File: src/design/gpto_pkg.sv
// ----------------------------------------------------------------------------
// gpto_pkg
// Types and constants shared by the graph prune / topological order block.
// ----------------------------------------------------------------------------
`default_nettype none

package gpto_pkg;

    localparam int NODE_W  = 4;
    localparam int SLOTS   = 16;   // node indices that the item fields can name
    localparam int SLOT_CW = 5;    // counts of 0..SLOTS
    localparam int CFG_W   = 5;

    typedef enum logic [1:0] {
        KIND_ROOT  = 2'd0,
        KIND_IN    = 2'd1,
        KIND_OUT   = 2'd2,
        KIND_START = 2'd3
    } t_kind;

    typedef enum logic [1:0] {
        ST_NODE     = 2'd0,
        ST_EMPTY    = 2'd1,
        ST_CYCLE    = 2'd2,
        ST_OVERFLOW = 2'd3
    } t_status;

    typedef enum logic [3:0] {
        S_IDLE,
        S_SEED,
        S_POP,
        S_POP_WAIT,
        S_SCAN,
        S_SCAN_WAIT,
        S_FIND,
        S_OUT_RD,
        S_OUT_WAIT,
        S_TAKE,
        S_EMIT,
        S_ERR
    } t_state;

    typedef struct packed {
        logic    in_ready;
        logic    load;
        logic    begin_run;
        logic    seed;
        logic    pop;
        logic    keep;
        logic    scan_chk;
        logic    select_node;
        logic    dec;
        logic    take;
        logic    emit_node;
        logic    emit_err;
        t_status err_code;
        logic    clear;
    } t_cmd;

    typedef struct packed {
        logic in_valid;
        logic in_start;
        logic overflow;
        logic seed_done;
        logic stack_empty;
        logic kept_none;
        logic pop_fresh;
        logic pop_has_edges;
        logic list_done;
        logic all_done;
        logic zero_found;
        logic sel_has_edges;
        logic emit_last;
        logic out_free;
    } t_sts;

endpackage

`default_nettype wire

File: src/design/gpto_ctrl.sv
// ----------------------------------------------------------------------------
// gpto_ctrl
// Sequencer: loading, depth-first walk, Kahn rounds and result emission.
// ----------------------------------------------------------------------------
`default_nettype none

module gpto_ctrl (
    input  wire logic          i_clk,
    input  wire logic          i_rst_n,
    input  wire gpto_pkg::t_sts i_sts,
    output gpto_pkg::t_cmd     o_cmd
);
    import gpto_pkg::*;

    t_state  r_state, n_state;
    t_status r_err, n_err;

    always_ff @(posedge i_clk) begin
        if (!i_rst_n) begin
            r_state <= S_IDLE;
            r_err   <= ST_EMPTY;
        end else begin
            r_state <= n_state;
            r_err   <= n_err;
        end
    end

    always_comb begin
        n_state = r_state;
        n_err   = r_err;
        o_cmd   = '0;
        o_cmd.err_code = r_err;
        unique case (r_state)
            S_IDLE: begin
                o_cmd.in_ready = 1'b1;
                if (i_sts.in_valid) begin
                    if (i_sts.in_start) begin
                        o_cmd.begin_run = 1'b1;
                        if (i_sts.overflow) begin
                            n_err   = ST_OVERFLOW;
                            n_state = S_ERR;
                        end else begin
                            n_state = S_SEED;
                        end
                    end else begin
                        o_cmd.load = 1'b1;
                    end
                end
            end
            S_SEED: begin
                o_cmd.seed = 1'b1;
                if (i_sts.seed_done) begin
                    n_state = S_POP;
                end
            end
            S_POP: begin
                if (!i_sts.stack_empty) begin
                    o_cmd.pop = 1'b1;
                    n_state   = S_POP_WAIT;
                end else if (i_sts.kept_none) begin
                    n_err   = ST_EMPTY;
                    n_state = S_ERR;
                end else begin
                    n_state = S_FIND;
                end
            end
            S_POP_WAIT: begin
                n_state = S_POP;
                if (i_sts.pop_fresh) begin
                    o_cmd.keep = 1'b1;
                    if (i_sts.pop_has_edges) begin
                        n_state = S_SCAN;
                    end
                end
            end
            S_SCAN: begin
                n_state = S_SCAN_WAIT;
            end
            S_SCAN_WAIT: begin
                o_cmd.scan_chk = 1'b1;
                n_state = i_sts.list_done ? S_POP : S_SCAN;
            end
            S_FIND: begin
                if (i_sts.all_done) begin
                    n_state = S_EMIT;
                end else if (!i_sts.zero_found) begin
                    n_err   = ST_CYCLE;
                    n_state = S_ERR;
                end else begin
                    o_cmd.select_node = 1'b1;
                    n_state = i_sts.sel_has_edges ? S_OUT_RD : S_TAKE;
                end
            end
            S_OUT_RD: begin
                n_state = S_OUT_WAIT;
            end
            S_OUT_WAIT: begin
                o_cmd.dec = 1'b1;
                n_state = i_sts.list_done ? S_TAKE : S_OUT_RD;
            end
            S_TAKE: begin
                o_cmd.take = 1'b1;
                n_state    = S_FIND;
            end
            S_EMIT: begin
                if (i_sts.out_free) begin
                    o_cmd.emit_node = 1'b1;
                    if (i_sts.emit_last) begin
                        o_cmd.clear = 1'b1;
                        n_state     = S_IDLE;
                    end
                end
            end
            S_ERR: begin
                if (i_sts.out_free) begin
                    o_cmd.emit_err = 1'b1;
                    o_cmd.clear    = 1'b1;
                    n_state        = S_IDLE;
                end
            end
            default: n_state = S_IDLE;
        endcase
    end

endmodule

`default_nettype wire

File: config.mk
export PLATFORM = sky130hd
export DESIGN_NAME = gpto_ctrl
export DESIGN_NICKNAME = d
export VERILOG_FILES = /design/src/design/gpto_pkg.sv /design/src/design/gpto_ctrl.sv
export SDC_FILE = /design/constraint.sdc
export NUM_CORES = 1
export LEC_CHECK = 0
export BUFFER_PORTS_ARGS = -buffer_cell sky130_fd_sc_hd__buf_2
export CELL_PAD_IN_SITES_DETAIL_PLACEMENT = 1
export CELL_PAD_IN_SITES_GLOBAL_PLACEMENT = 2
export CORE_MARGIN = 5
export CORE_UTILIZATION = 26
export CTS_BUF_LIST = sky130_fd_sc_hd__clkbuf_8
export DETAILED_ROUTE_END_ITERATION = 6
export GPL_ROUTABILITY_DRIVEN = 0
export PLACE_DENSITY_LB_ADDON = 0.3
export SLEW_MARGIN = 20
export SYNTH_ARGS = -nofsm -noshare
export SYNTH_HDL_FRONTEND = slang
export SYNTH_SLANG_ARGS = --single-unit
File: constraint.sdc
create_clock -name i_clk -period 1.95 [get_ports i_clk]
set_clock_uncertainty 0.05 [all_clocks]
set_input_delay 0.585 -clock i_clk [delete_from_list [all_inputs] [get_ports i_clk]]
set_output_delay 0.585 -clock i_clk [all_outputs]
set_load 0.01 [all_outputs]
==> impl_metrics.json <==
{
  "stdcell_count": 171,
  "initial_core_util": 0.268,
  "finalCriticalPeriod_ns": 2.05,
  "synth_area_leader_cell": "dfxtp_1",
  "die_h_um": 63.1,
  "path_clk_slew_ns": 0.03,
  "place_ws_ns": 0.0710,
  "r2r-start": "r_state[1]",
  "die_w_um": 63.1,
  "crit_type": "reg -> out",
  "dp.cells": 159,
  "drt-initial-drc-count": 33,
  "slew_headroom": 0.743,
  "critPathLaunchType": "flip-flop",
  "cts.path.max_buffers": 2,
  "hpwl_mm": 2.04,
  "crit_required_ns": 1.31,
  "synth_flop_cell": "dfxtp_1",
  "path_max_fanout": 3,
  "vias_per_cell": 5.36,
  "cts_tree": "yes",
  "gr-total-overflow": 0,
  "io_buffers": 30,
  "clk_latency_ns": 0.22,
  "fin_util": 0.424,
  "nFillCells": 334,
  "row_count": 19,
  "swShare": 0.429,
  "hp-start": "r_err[0]",
  "hold_depth": 2,
  "drive_above_1_share": 0.550,
  "hold_class": "reg -> reg",
  "slowest_delay_ns": 0.54,
  "slowest_stage": "or4b_4",
  "synth.distinct_cells": 44,
  "wl_per_cell_um": 16.3,
  "placed_area_um2": 972,
  "final_common_cell": "buf_2",
  "synth_edf_count": 0,
  "drc": 0,
  "grt_max_degree": 11,
  "clock_sinks": 6,
  "layout_common_cells": "29 x buf_2, 16 x buf_4",
  "finalWorstSetupSlack_ns": -0.0979,
  "core-area_um2": 2730,
  "pwr_density_cell_nw_per_um2": 1270,
  "rrSetupSlack_ns": 0.11,
  "htreeDepth": 1,
  "synth_seq_cells": 6,
  "clock.fmax_mhz": 488,
  "syn-num-nets": 111,
  "dieArea_um2": 3980,
  "stdcell_area_um2": 1160,
  "arrival_ns": 1.41,
  "synth_cells": 95,
  "layout.nets": 158,
  "grt_usage": 0.137,
  "synth_top_area_share": 0.164,
  "drv_slew": 0,
  "grt_pass1_wl_mm": 4.49,
  "synth_area_leaders": "dfxtp_1 16%, nor3b_1 5.1%, or4b_4 3.8%",
  "post-route-period-util": 1.05,
  "status": "finished, violations left",
  "final-setup-viol-count": 3,
  "synthArstFlopShare": 0,
  "failed_checks": "setup timing",
  "vias": 917,
  "setup.worst_path.end_class": "primary output",
  "diodes": 0,
  "drtAntennaViolNets": 0,
  "p_comb_frac": 0.734,
  "hold_viol_final": 0,
  "drt-total-wl_mm": 2.79,
  "pwr-share-seq": 0.144,
  "yosysSeqAreaShare": 0.164,
  "drtPass1Iterations": 4,
  "leakagePower_nw": 0.506,
  "p_sw_w": 0.000630,
  "vdd_drop_max_uv": 779,
  "numCtsBuffers": 3,
  "p_total_w": 0.00147,
  "rsz0062_at_grt": "yes",
  "antenna_found_initial": 0,
  "maxCapViolations": 0,
  "hold_end": "r_err[0]",
  "clkPwrFrac": 0.122,
  "io_pins": 31,
  "reg2regPathDepth": 6,
  "grt_pass1_vias": 947,
  "syn-cell-area_um2": 733,
  "synth_warnings": 0,
  "worst_pin_slew_ns": 0.382,
  "internal-power_w": 0.000840,
  "synth_area_per_cell_um2": 7.72,
  "cp_cell_sequence": "buf_6 > or4b_4 > nor2_2 > buf_2",
  "r2r_end": "r_state[3]",
  "cts_root_buf": "clkbuf_8",
  "syn2layout_area_growth_pct": 58.2
}
==> state kept, by name (all words and copies together), names as in the netlist <==
signal / cells
r_state: 4
r_err: 2
==> cells by family after synthesis <==
group | count (synthesis) | synth area share
compound gates | 31 | 0.348
flops | 6 | 0.164
mux | 1 | 0.0154
simple gates | 42 | 0.381
buf+inv | 15 | 0.0921
==> layer usage <==
metal / vias up / part of all wire / track usage
li1: 457 / - / -
met1: 444 / 0.43 / 0.153
met2: 16 / 0.54 / 0.262
met3: 0 / 0.028 / 0.0160
met4: 0 / 0 / 0.0451
met5: - / 0 / 0
==> power by group through the flow <==
stage               sequential, W  combinational, W  clock [W]
global route             0.000218           0.00117   0.000192
global placement         0.000198          0.000859          0
detailed placement       0.000200          0.000873          0
CTS                      0.000210          0.000972   0.000187
finish                   0.000212           0.00108   0.000180
floorplan                0.000197          0.000563          0
==> how the worst max path moves through the flow <==
| stage | start | endpoint | slack (ns) | cells after the start |
|---|---|---|---|---|
| 2_1_floorplan | r_state[2] | o_cmd[13] | 0.05 | 3 |
| 3_3_place_gp | r_state[0] | o_cmd[13] | 0.08 | 3 |
| 3_5_place_dp | r_state[0] | o_cmd[13] | 0.07 | 3 |
| 4_1_cts | r_state[2] | o_cmd[10] | -0.11 | 4 |
| 5_1_grt | r_state[1] | o_cmd[13] | -0.16 | 3 |
| 6_report | r_state[2] | o_cmd[10] | -0.1 | 4 |
==> final cells by class <==
type                       instances  area, µm²  share of cell area
clock buffer                       3       41.3              0.0356
inverter                           6       23.8              0.0205
multi-input combinational         74        594               0.512
sequential                         6        125               0.108
tap                               31       38.8              0.0334
timing repair buffer              51        337               0.290
==> critical path, delay by kind of cell, from the launching register on <==
kind                   cells  cell delay, ns
buffers and inverters      2            0.25
flip-flops                 1            0.32
AND/OR/NAND/NOR            2            0.63
==> per-stage QoR <==
step | hold WS, ns | TNS (ns)
finish | 0.473 | -0.204
global route | 0.501 | -0.386
CTS | 0.471 | -0.244
detailed placement | 0.461 | 0
global placement | 0.453 | 0
floorplan | 0.492 | 0
==> Yosys cell counts (2+ instances only) <==
| library cell | n |
|---|---|
| inv_1 | 5 |
| nand2b_1 | 4 |
| a21oi_1 | 4 |
| nand2_1 | 3 |
| o41ai_1 | 2 |
| nand3_1 | 3 |
| o2111ai_1 | 2 |
| o21a_1 | 3 |
| nand3b_1 | 2 |
| a31oi_1 | 2 |
| clkbuf_1 | 5 |
| nor3_1 | 5 |
| nor2_1 | 6 |
| or4b_4 | 2 |
| dfxtp_1 | 6 |
| and4_1 | 2 |
| nor2b_1 | 2 |
| nor3b_1 | 5 |
| o21ai_0 | 5 |
| buf_2 | 3 |
==> timing repair <==
item | in CTS | in global routing
pin swaps | 5 | 2
gates resized for setup | 10 | 11
gates cloned | 0 | 0
hold buffers | 0 | 0
buffers inserted | 8 | 2
endpoints found under the setup margin | 9 | 13
Note: power is estimated with default switching activity, not from simulation.
